## config.mk

```make
export PLATFORM = sky130hd
export DESIGN_NAME = headset_jack_detect_debounce
export DESIGN_NICKNAME = d
export VERILOG_FILES = /design/src/rtl/hjdd_pkg.sv /design/src/rtl/hjdd_cfg_regs.sv /design/src/rtl/hjdd_core.sv /design/src/rtl/headset_jack_detect_debounce.sv
export SDC_FILE = /design/constraint.sdc
export NUM_CORES = 1
export LEC_CHECK = 0
export BUFFER_PORTS_ARGS = -buffer_cell sky130_fd_sc_hd__buf_2
export CORE_MARGIN = 5
export CORE_UTILIZATION = 56
export CTS_BUF_LIST = sky130_fd_sc_hd__clkbuf_8
export DETAILED_ROUTE_END_ITERATION = 8
export GPL_TIMING_DRIVEN = 0
export HOLD_SLACK_MARGIN = 0.05
export PLACE_DENSITY = 0.71
export SLEW_MARGIN = 20
export SYNTH_ARGS = -nofsm -noshare
export SYNTH_HDL_FRONTEND = slang
export SYNTH_HIERARCHICAL = 1
export SYNTH_SLANG_ARGS = --single-unit
```

## constraint.sdc

```tcl
create_clock -name clk -period 9.5 [get_ports clk]
set_input_delay 0.475 -clock clk [delete_from_list [all_inputs] [get_ports clk]]
set_output_delay 0.475 -clock clk [all_outputs]
set_load 0.01 [all_outputs]
```

## src/rtl/hjdd_pkg.sv

```systemverilog
// Shared types and constants for the headset jack detect and button debounce block.
package hjdd_pkg;

  // Width of the debounce and phase timers.
  localparam int TIMER_BITS = 16;
  localparam int CFG_DATA_BITS = 16;
  localparam int CFG_INDEX_BITS = 3;
  localparam int IN_DATA_BITS = 8;
  localparam int OUT_DATA_BITS = 8;

  // Register indexes of the configuration port.
  typedef enum logic [CFG_INDEX_BITS-1:0] {
    REG_PLUG_LEVEL      = 3'd0,
    REG_DETECT_DEBOUNCE = 3'd1,
    REG_BUTTON_DEBOUNCE = 3'd2,
    REG_BIAS_SETTLE     = 3'd3,
    REG_CLASSIFY        = 3'd4
  } hjdd_reg_t;

  // Insertion sequence phase.
  typedef enum logic [1:0] {
    PHASE_IDLE     = 2'd0,
    PHASE_SETTLE   = 2'd1,
    PHASE_CLASSIFY = 2'd2
  } hjdd_phase_t;

  // Configuration register contents.
  typedef struct packed {
    logic                  plug_in_level;
    logic [TIMER_BITS-1:0] detect_debounce_ticks;
    logic [TIMER_BITS-1:0] button_debounce_ticks;
    logic [TIMER_BITS-1:0] bias_settle_ticks;
    logic [TIMER_BITS-1:0] classify_ticks;
  } hjdd_cfg_t;

  // Plug level write notice toward the core.
  typedef struct packed {
    logic wr;
    logic level;
  } hjdd_plug_wr_t;

  // One result item.
  typedef struct packed {
    logic key_changed;
    logic key_down;
    logic mic_bias_on;
    logic headphone_only;
    logic accessory_present;
  } hjdd_result_t;

endpackage

```

## src/rtl/hjdd_cfg_regs.sv

```systemverilog
// Configuration register file of the headset jack detect block.
module hjdd_cfg_regs
  import hjdd_pkg::*;
(
  input  logic                      clk,
  input  logic                      rst_n,
  input  logic                      wr_en,
  input  logic [CFG_INDEX_BITS-1:0] wr_index,
  input  logic [CFG_DATA_BITS-1:0]  wr_data,
  output hjdd_cfg_t                 cfg,
  output hjdd_plug_wr_t             plug_wr
);

  hjdd_cfg_t cfg_r;

  // Register writes; an index beyond the list is dropped.
  always_ff @(posedge clk) begin
    if (!rst_n) begin
      cfg_r.plug_in_level         <= 1'b0;
      cfg_r.detect_debounce_ticks <= TIMER_BITS'(500);
      cfg_r.button_debounce_ticks <= TIMER_BITS'(80);
      cfg_r.bias_settle_ticks     <= TIMER_BITS'(100);
      cfg_r.classify_ticks        <= TIMER_BITS'(500);
    end else if (wr_en) begin
      case (hjdd_reg_t'(wr_index))
        REG_PLUG_LEVEL:      cfg_r.plug_in_level         <= wr_data[0];
        REG_DETECT_DEBOUNCE: cfg_r.detect_debounce_ticks <= TIMER_BITS'(wr_data);
        REG_BUTTON_DEBOUNCE: cfg_r.button_debounce_ticks <= TIMER_BITS'(wr_data);
        REG_BIAS_SETTLE:     cfg_r.bias_settle_ticks     <= TIMER_BITS'(wr_data);
        REG_CLASSIFY:        cfg_r.classify_ticks        <= TIMER_BITS'(wr_data);
        default: ;
      endcase
    end
  end

  assign cfg = cfg_r;

  // A plug level write also reloads the previous detect sample in the core.
  assign plug_wr.wr    = wr_en && (hjdd_reg_t'(wr_index) == REG_PLUG_LEVEL);
  assign plug_wr.level = wr_data[0];

endmodule

```

## src/rtl/hjdd_core.sv

```systemverilog
// Per-tick detect, insertion and button debounce state update.
module hjdd_core
  import hjdd_pkg::*;
(
  input  logic          clk,
  input  logic          rst_n,
  input  logic          accept,
  input  logic          detect_pin,
  input  logic          button_pin,
  input  hjdd_cfg_t     cfg,
  input  hjdd_plug_wr_t plug_wr,
  output hjdd_result_t  result
);

  logic                  present_r, present_nxt;
  logic                  headphone_r, headphone_nxt;
  logic                  key_r, key_nxt;
  logic                  ignore_r, ignore_nxt;
  logic                  btn_en_r, btn_en_nxt;
  logic                  bias_r, bias_nxt;
  logic [TIMER_BITS-1:0] det_tmr_r, det_tmr_nxt;
  logic                  det_run_r, det_run_nxt;
  logic                  det_pend_r, det_pend_nxt;
  logic [TIMER_BITS-1:0] btn_tmr_r, btn_tmr_nxt;
  logic                  btn_run_r, btn_run_nxt;
  hjdd_phase_t           phase_r, phase_nxt;
  logic [TIMER_BITS-1:0] phase_tmr_r, phase_tmr_nxt;
  logic                  last_det_r, last_det_nxt;
  logic                  last_btn_r, last_btn_nxt;

  // Next state for one tick, in the order the checks take effect.
  always_comb begin
    logic det_edge;
    logic qualifies;
    logic plugged;

    present_nxt   = present_r;
    headphone_nxt = headphone_r;
    key_nxt       = key_r;
    ignore_nxt    = ignore_r;
    btn_en_nxt    = btn_en_r;
    bias_nxt      = bias_r;
    det_tmr_nxt   = det_tmr_r;
    det_run_nxt   = det_run_r;
    det_pend_nxt  = det_pend_r;
    btn_tmr_nxt   = btn_tmr_r;
    btn_run_nxt   = btn_run_r;
    phase_nxt     = phase_r;
    phase_tmr_nxt = phase_tmr_r;
    last_det_nxt  = detect_pin;
    last_btn_nxt  = button_pin;

    plugged   = (detect_pin == cfg.plug_in_level);
    qualifies = present_r ? !plugged : plugged;
    det_edge  = (detect_pin != last_det_r) && qualifies;

    // Detect debounce: a qualifying edge restarts the timer.
    if (det_edge) begin
      if (present_r) begin
        ignore_nxt = 1'b1;
      end
      det_tmr_nxt = cfg.detect_debounce_ticks;
      det_run_nxt = 1'b1;
    end else if (det_run_r && det_tmr_r != '0) begin
      det_tmr_nxt = det_tmr_r - TIMER_BITS'(1);
    end
    if (det_run_nxt && det_tmr_nxt == '0) begin
      det_run_nxt  = 1'b0;
      det_pend_nxt = 1'b1;
    end

    // Button debounce: edges count only while the button is enabled.
    if ((button_pin != last_btn_r) && btn_en_r) begin
      btn_tmr_nxt = cfg.button_debounce_ticks;
      btn_run_nxt = 1'b1;
    end else if (btn_run_r && btn_tmr_r != '0) begin
      btn_tmr_nxt = btn_tmr_r - TIMER_BITS'(1);
    end
    if (btn_run_nxt && btn_tmr_nxt == '0) begin
      btn_run_nxt = 1'b0;
      if (present_r) begin
        if (!button_pin) begin
          if (ignore_nxt) begin
            ignore_nxt = 1'b0;
          end else begin
            key_nxt = 1'b0;
          end
        end else if (!ignore_nxt) begin
          key_nxt = 1'b1;
        end
      end
    end

    // Insertion sequence: bias settle wait, then optional classify wait.
    if (phase_r != PHASE_IDLE) begin
      if (phase_tmr_r != '0) begin
        phase_tmr_nxt = phase_tmr_r - TIMER_BITS'(1);
      end
      if (phase_tmr_nxt == '0) begin
        case (phase_r)
          PHASE_SETTLE: begin
            ignore_nxt = button_pin;
            btn_en_nxt = 1'b1;
            phase_nxt  = PHASE_IDLE;
            if (plugged) begin
              present_nxt = 1'b1;
              if (button_pin) begin
                phase_nxt     = PHASE_CLASSIFY;
                phase_tmr_nxt = cfg.classify_ticks;
              end
            end
          end
          default: begin
            if (button_pin) begin
              bias_nxt      = 1'b0;
              headphone_nxt = 1'b1;
            end
            phase_nxt = PHASE_IDLE;
          end
        endcase
      end
    end

    // Detection check, held back while an insertion is in progress.
    if (phase_nxt == PHASE_IDLE && det_pend_nxt) begin
      det_pend_nxt = 1'b0;
      if (!plugged) begin
        if (present_nxt) begin
          present_nxt   = 1'b0;
          headphone_nxt = 1'b0;
          btn_en_nxt    = 1'b0;
          key_nxt       = 1'b0;
          bias_nxt      = 1'b0;
        end
      end else if (!present_nxt) begin
        bias_nxt      = 1'b1;
        phase_nxt     = PHASE_SETTLE;
        phase_tmr_nxt = cfg.bias_settle_ticks;
      end
    end
  end

  // Control state, updated once per accepted tick.
  always_ff @(posedge clk) begin
    if (!rst_n) begin
      present_r   <= 1'b0;
      headphone_r <= 1'b0;
      key_r       <= 1'b0;
      ignore_r    <= 1'b0;
      btn_en_r    <= 1'b0;
      bias_r      <= 1'b0;
      det_tmr_r   <= '0;
      det_run_r   <= 1'b0;
      det_pend_r  <= 1'b0;
      btn_tmr_r   <= '0;
      btn_run_r   <= 1'b0;
      phase_r     <= PHASE_IDLE;
      phase_tmr_r <= '0;
      last_det_r  <= 1'b1;
      last_btn_r  <= 1'b0;
    end else if (accept) begin
      present_r   <= present_nxt;
      headphone_r <= headphone_nxt;
      key_r       <= key_nxt;
      ignore_r    <= ignore_nxt;
      btn_en_r    <= btn_en_nxt;
      bias_r      <= bias_nxt;
      det_tmr_r   <= det_tmr_nxt;
      det_run_r   <= det_run_nxt;
      det_pend_r  <= det_pend_nxt;
      btn_tmr_r   <= btn_tmr_nxt;
      btn_run_r   <= btn_run_nxt;
      phase_r     <= phase_nxt;
      phase_tmr_r <= phase_tmr_nxt;
      last_det_r  <= last_det_nxt;
      last_btn_r  <= last_btn_nxt;
    end else if (plug_wr.wr) begin
      last_det_r  <= ~plug_wr.level;
    end
  end

  // Result of this tick, taken into the output register by the top level.
  assign result.accessory_present = present_nxt;
  assign result.headphone_only    = headphone_nxt;
  assign result.mic_bias_on       = bias_nxt;
  assign result.key_down          = key_nxt;
  assign result.key_changed       = key_nxt != key_r;

endmodule

```

## src/rtl/headset_jack_detect_debounce.sv

```systemverilog
// Top level of the headset jack detect and hook button debounce block.
//
// Usage: one request on the in_ channel per millisecond tick carries the
// sampled detect and hook button pins. Every request yields exactly one
// request on the out_ channel with the reported presence, headphone class,
// mic bias drive, media key level and a key change flag for that tick.
// out_tvalid rises in the cycle after input acceptance. Throughput is one
// tick per cycle while out_tready stays high: the whole per-tick update is a
// few timer compares and decrements between the state and output registers.
// The output register lets a new tick be taken in the same cycle that the
// waiting result is taken; while the receiver holds out_tready low with a
// result waiting, in_tready drops and the state does not advance.
// Configuration writes go through the cfg_ port, always ready, and must be made
// only while no tick is in flight; the block does not enforce this. Writing the
// plug level also reloads the previous detect sample with its inverse.
// Reset (rst_n low, synchronous) restores the default tick counts, clears all
// detect, insertion and button state and empties the output register.
module headset_jack_detect_debounce
  import hjdd_pkg::*;
(
  input  logic                      clk,
  input  logic                      rst_n,
  // Input ticks.
  input  logic                      in_tvalid,
  output logic                      in_tready,
  input  logic [IN_DATA_BITS-1:0]   in_tdata,   // [0] detect_pin, [1] button_pin
  // Results.
  output logic                      out_tvalid,
  input  logic                      out_tready,
  // [0] accessory_present, [1] headphone_only, [2] mic_bias_on, [3] key_down,
  // [4] key_changed
  output logic [OUT_DATA_BITS-1:0]  out_tdata,
  // Configuration writes.
  input  logic                      cfg_valid,
  output logic                      cfg_ready,
  input  logic [CFG_INDEX_BITS-1:0] cfg_index,
  input  logic [CFG_DATA_BITS-1:0]  cfg_data
);

  hjdd_cfg_t     cfg;
  hjdd_plug_wr_t plug_wr;
  hjdd_result_t  result;
  hjdd_result_t  out_data_r;
  logic          out_valid_r, out_valid_nxt;
  logic          accept;

  assign cfg_ready = 1'b1;

  hjdd_cfg_regs u_cfg_regs (
    .clk      (clk),
    .rst_n    (rst_n),
    .wr_en    (cfg_valid),
    .wr_index (cfg_index),
    .wr_data  (cfg_data),
    .cfg      (cfg),
    .plug_wr  (plug_wr)
  );

  // Accept a tick whenever the output register is empty or being drained.
  assign in_tready = !out_valid_r || out_tready;
  assign accept    = in_tvalid && in_tready;

  hjdd_core u_core (
    .clk        (clk),
    .rst_n      (rst_n),
    .accept     (accept),
    .detect_pin (in_tdata[0]),
    .button_pin (in_tdata[1]),
    .cfg        (cfg),
    .plug_wr    (plug_wr),
    .result     (result)
  );

  // Output register valid flag.
  always_comb begin
    out_valid_nxt = out_valid_r;
    if (accept) begin
      out_valid_nxt = 1'b1;
    end else if (out_tready) begin
      out_valid_nxt = 1'b0;
    end
  end

  always_ff @(posedge clk) begin
    if (!rst_n) begin
      out_valid_r <= 1'b0;
    end else begin
      out_valid_r <= out_valid_nxt;
    end
  end

  // Output payload register.
  always_ff @(posedge clk) begin
    if (accept) begin
      out_data_r <= result;
    end
  end

  assign out_tvalid = out_valid_r;
  assign out_tdata  = {{(OUT_DATA_BITS - $bits(hjdd_result_t)){1'b0}}, out_data_r};

`ifndef NO_ASSERTIONS
  // A headphone class is only ever reported for a present accessory.
  a_hp_needs_present: assert property (@(posedge clk) disable iff (!rst_n)
    out_tvalid && out_tdata[1] |-> out_tdata[0])
    else $error("headphone_only reported without accessory_present");

  // The media key is held down only while an accessory is present.
  a_key_needs_present: assert property (@(posedge clk) disable iff (!rst_n)
    out_tvalid && out_tdata[3] |-> out_tdata[0])
    else $error("key_down reported without accessory_present");

  // An accepted tick always shows up as a result in the next cycle.
  a_accept_to_valid: assert property (@(posedge clk) disable iff (!rst_n)
    in_tvalid && in_tready |=> out_tvalid)
    else $error("accepted tick produced no result");
`endif

endmodule
```

==> impl_metrics.env <==
export IMPL_status="complete, no violations"
export IMPL_p_per_area_nw_per_um2=155
export IMPL_total_power_mw=1.29
export IMPL_avgSynthCellArea_um2=8.28
export IMPL_clk_latency_ns=0.46
export IMPL_vias=7117
export IMPL_port_buffers=31
export IMPL_skew_ns=0.0113
export IMPL_dr_pass1_iters=7
export IMPL_synthAdderAreaFrac=0.00831
export IMPL_netlist_area_um2=7530
export IMPL_p_leak_nw=3.36
export IMPL_syn_to_final_growth_pct=10.4
export IMPL_synth_simple_area_share=0.267
export IMPL_gr_total_overflow=0
export IMPL_hold_end="out_tvalid"
export IMPL_switching_share=0.290
export IMPL_ys_warn_count=6
export IMPL_synth_seq_cells=132
export IMPL_die_area_um2=15900
export IMPL_cts_num_sinks=132
export IMPL_critPathCaptureType="flip-flop"
export IMPL_ir_worst_vdd_mv=0.116
export IMPL_reg2regPathDepth=13
export IMPL_clock_power_share=0.376
export IMPL_clk_pin_slew_ns=0.08
export IMPL_drv_cap=0
export IMPL_power_internal_mw=0.918
export IMPL_core_um2=13200
export IMPL_setup_violations=0
export IMPL_cp_start_kind="flip-flop"
export IMPL_die_y_um=126
export IMPL_synth_top_family_by_area="simple AND/OR/NAND/NOR gates"
export IMPL_initial_core_util=0.571
export IMPL_min_period_ns=4.49
export IMPL_drcViolationCount=0
export IMPL_cts_root_buffer="clkbuf_8"
export IMPL_post_cts_buffers=0
export IMPL_synthFlopType="dfxtp_1"
export IMPL_crit_start="u_core/btn_tmr_r[0]"
export IMPL_grt_max_degree=17
export IMPL_worstSetupPathType="reg2reg"
export IMPL_postPlaceCellArea_um2=7910
export IMPL_cp_max_fo=6
export IMPL_r2r_end="out_tdata[3]"
export IMPL_switching_power_mw=0.374
export IMPL_htree_levels=4
export IMPL_r2r_start="u_core/btn_tmr_r[0]"
export IMPL_vias_per_cell=6.20
export IMPL_num_antenna_cells=0
export IMPL_cts_resized=0
export IMPL_worstPathRequired_ns=9.71
export IMPL_tns_ns=0
export IMPL_max_slew_worst_pin_slew_ns=1.01
export IMPL_die_x_um=126
export IMPL_grt_antenna_before_repair=0
export IMPL_place_congestion=0.955
export IMPL_slew_violations=0
export IMPL_synth_xor_area_share=0.0151
export IMPL_cts_buffers=17
export IMPL_fin_crit_sh=0.472
export IMPL_synth_compound_area_share=0.163
export IMPL_muxShareOfSynthArea=0.129
export IMPL_drive_gt1_frac=0.118
export IMPL_pwr_share_seq=0.456
export IMPL_io_pins=43
export IMPL_relSlewSlack=0.310
export IMPL_cts_tree="built"
export IMPL_finalHoldViolations=0
export IMPL_reg2reg_setup_slack_ns=5.01
export IMPL_fmax_mhz=223
export IMPL_wl_per_cell_um=20.1
export IMPL_rows=42
export IMPL_clockBufferDepth=2
export IMPL_routed_wirelength_um=23000
export IMPL_synth_edf_count=5
export IMPL_combPwrFrac=0.167
export IMPL_hold_depth=3
export IMPL_hpwl_um=17100
export IMPL_grt_pass1_wl_um=35600
export IMPL_drtIter0Drc=854
export IMPL_track_usage=0.285
export IMPL_critPathArrivalTime_ns=4.70
export IMPL_hp_start="in_tvalid"
export IMPL_grt_pass1_vias=6495
export IMPL_rsz0062_at_grt="false"
export IMPL_drtAntennaViolNets=0
export IMPL_hold_class="in2reg"
export IMPL_nFillCells=1230
export IMPL_synth_async_sr_flop_share=0
export IMPL_nets=998
export IMPL_ys_types=81
export IMPL_holdBufCountCts=0
export IMPL_syn_instance_count=909
export IMPL_synth_seq_area_share=0.358
export IMPL_fin_area_um2=8310
[power by group through the flow]
stage	Clock [mW]	Sequential [mW]	Combinational [mW]
floorplan	0	0.597	0.151
global placement	0	0.601	0.209
detailed placement	0	0.601	0.209
CTS	0.493	0.589	0.210
global route	0.518	0.591	0.232
finish	0.486	0.589	0.216
[cells in the mapped netlist, drive strengths merged (4+ instances only)]
master  count  area share
edfxtp      5       0.020
o41ai       5      0.0058
nand3      15       0.011
nor2b      24       0.020
o22ai       6      0.0050
a31oi      18       0.015
nor4       24       0.022
nor4b       5      0.0058
and2        7      0.0061
o31a        4      0.0047
or4        16       0.016
a22oi       7      0.0070
o31ai       8      0.0086
ha          5      0.0083
or3        13       0.011
nor2       78       0.040
a211oi     11       0.011
o211ai      8      0.0080
dfxtp     127        0.34
nor3b       8      0.0086
xnor2      11       0.013
a21oi      36       0.024
buf        28       0.028
nand2     124       0.062
a211o       4      0.0047
and4        5      0.0061
and3        9      0.0075
mux2i      93        0.12
o21ai      46       0.031
a221o       5      0.0066
nand2b      5      0.0052
clkbuf     44       0.022
nand4       4      0.0033
inv        20       0.010
nor3       24       0.017
or2         9      0.0075
[cell usage in the layout, fill, tap and decap left out, drive strengths merged, types with 18 or more instances in the layout]
master / Yosys / layout
o21ai: 46 / 46
a31oi: 18 / 18
nor3: 24 / 24
nand2: 124 / 124
a21oi: 36 / 36
mux2i: 93 / 93
inv: 20 / 21
nor2: 78 / 78
dfxtp: 127 / 127
buf: 28 / 59
clkbuf: 44 / 66
nor2b: 24 / 24
nor4: 24 / 24
[metrics by stage]
stage,util,cells,hold slack (ns),setup WS [ns]
6_report,0.630,1148,0.262,5.01
5_1_grt,0.630,1148,0.279,4.82
4_1_cts,0.630,1148,0.253,5.12
3_5_place_dp,0.600,1118,0.453,5.13
3_3_place_gp,0.600,1118,0.444,5.13
2_1_floorplan,-,911,0.434,5.56
[kinds of logic (layout without fill, tap and decap cells)]
kind of cell             count (synthesis)  count (layout)
XOR/XNOR                                13              13
other                                    2               4
adder cells (fa/ha/maj)                  5               5
AO/OA/AOI/OAI                          185             185
multiplexers                            96              96
flip-flops                             132             132
buffers and inverters                   93             154
AND/OR/NAND/NOR                        383             383
[sequential cells by signal (all words and copies together) (netlist names), 2 cells and up]
register            cells
u_core/btn_tmr_r       16
u_core/phase_r          2
u_core/phase_tmr_r     16
u_cfg_regs/cfg         65
out_tdata               5
u_core/det_tmr_r       16
[area by class of cell]
| cell class | instances | area [um2] | area share |
|---|---|---|---|
| multi-input combinational | 686 | 4390 | 0.528 |
| sequential | 132 | 2690 | 0.324 |
| buffer | 72 | 374 | 0.0450 |
| clock buffer | 22 | 303 | 0.0364 |
| tap | 176 | 220 | 0.0265 |
| timing repair buffer | 31 | 155 | 0.0187 |
| clock inverter | 8 | 98.8 | 0.0119 |
| inverter | 21 | 78.8 | 0.00948 |
[worst max-delay path by stage]
stage	to	slack (ns)	depth (start not counted)
final	out_tdata[3]	5.01	13
after global routing	out_tdata[3]	4.82	15
after CTS	out_tdata[3]	5.12	15
after detailed placement	out_tdata[3]	5.13	15
after global placement	out_tdata[3]	5.13	15
after floorplan	out_tdata[2]	5.56	17
[worst max-delay path, stage by stage (launching register included)]
cell and delay (ns):
dfxtp_1 0.36, inv_1 0.12, ha_1 0.22, nor3b_1 0.62
nand2_1 0.19, o21ai_0 0.48, mux2_2 0.24, o21ai_0 0.13
or4_1 0.60, nor4_1 0.70, mux2i_1 0.25, or2_1 0.16
inv_1 0.05, buf_4 0.12
[routing by layer]
| metal | global-route usage | part of all wire | vias to the layer above |
|---|---|---|---|
| li1 | - | - | 3403 |
| met1 | 0.387 | 0.43 | 3265 |
| met3 | 0.0546 | 0.078 | 68 |
| met2 | 0.428 | 0.44 | 381 |
| met5 | 0 | 0 | - |
| met4 | 0.153 | 0.048 | 0 |
No activity file was read; power rests on OpenSTA's default activity.
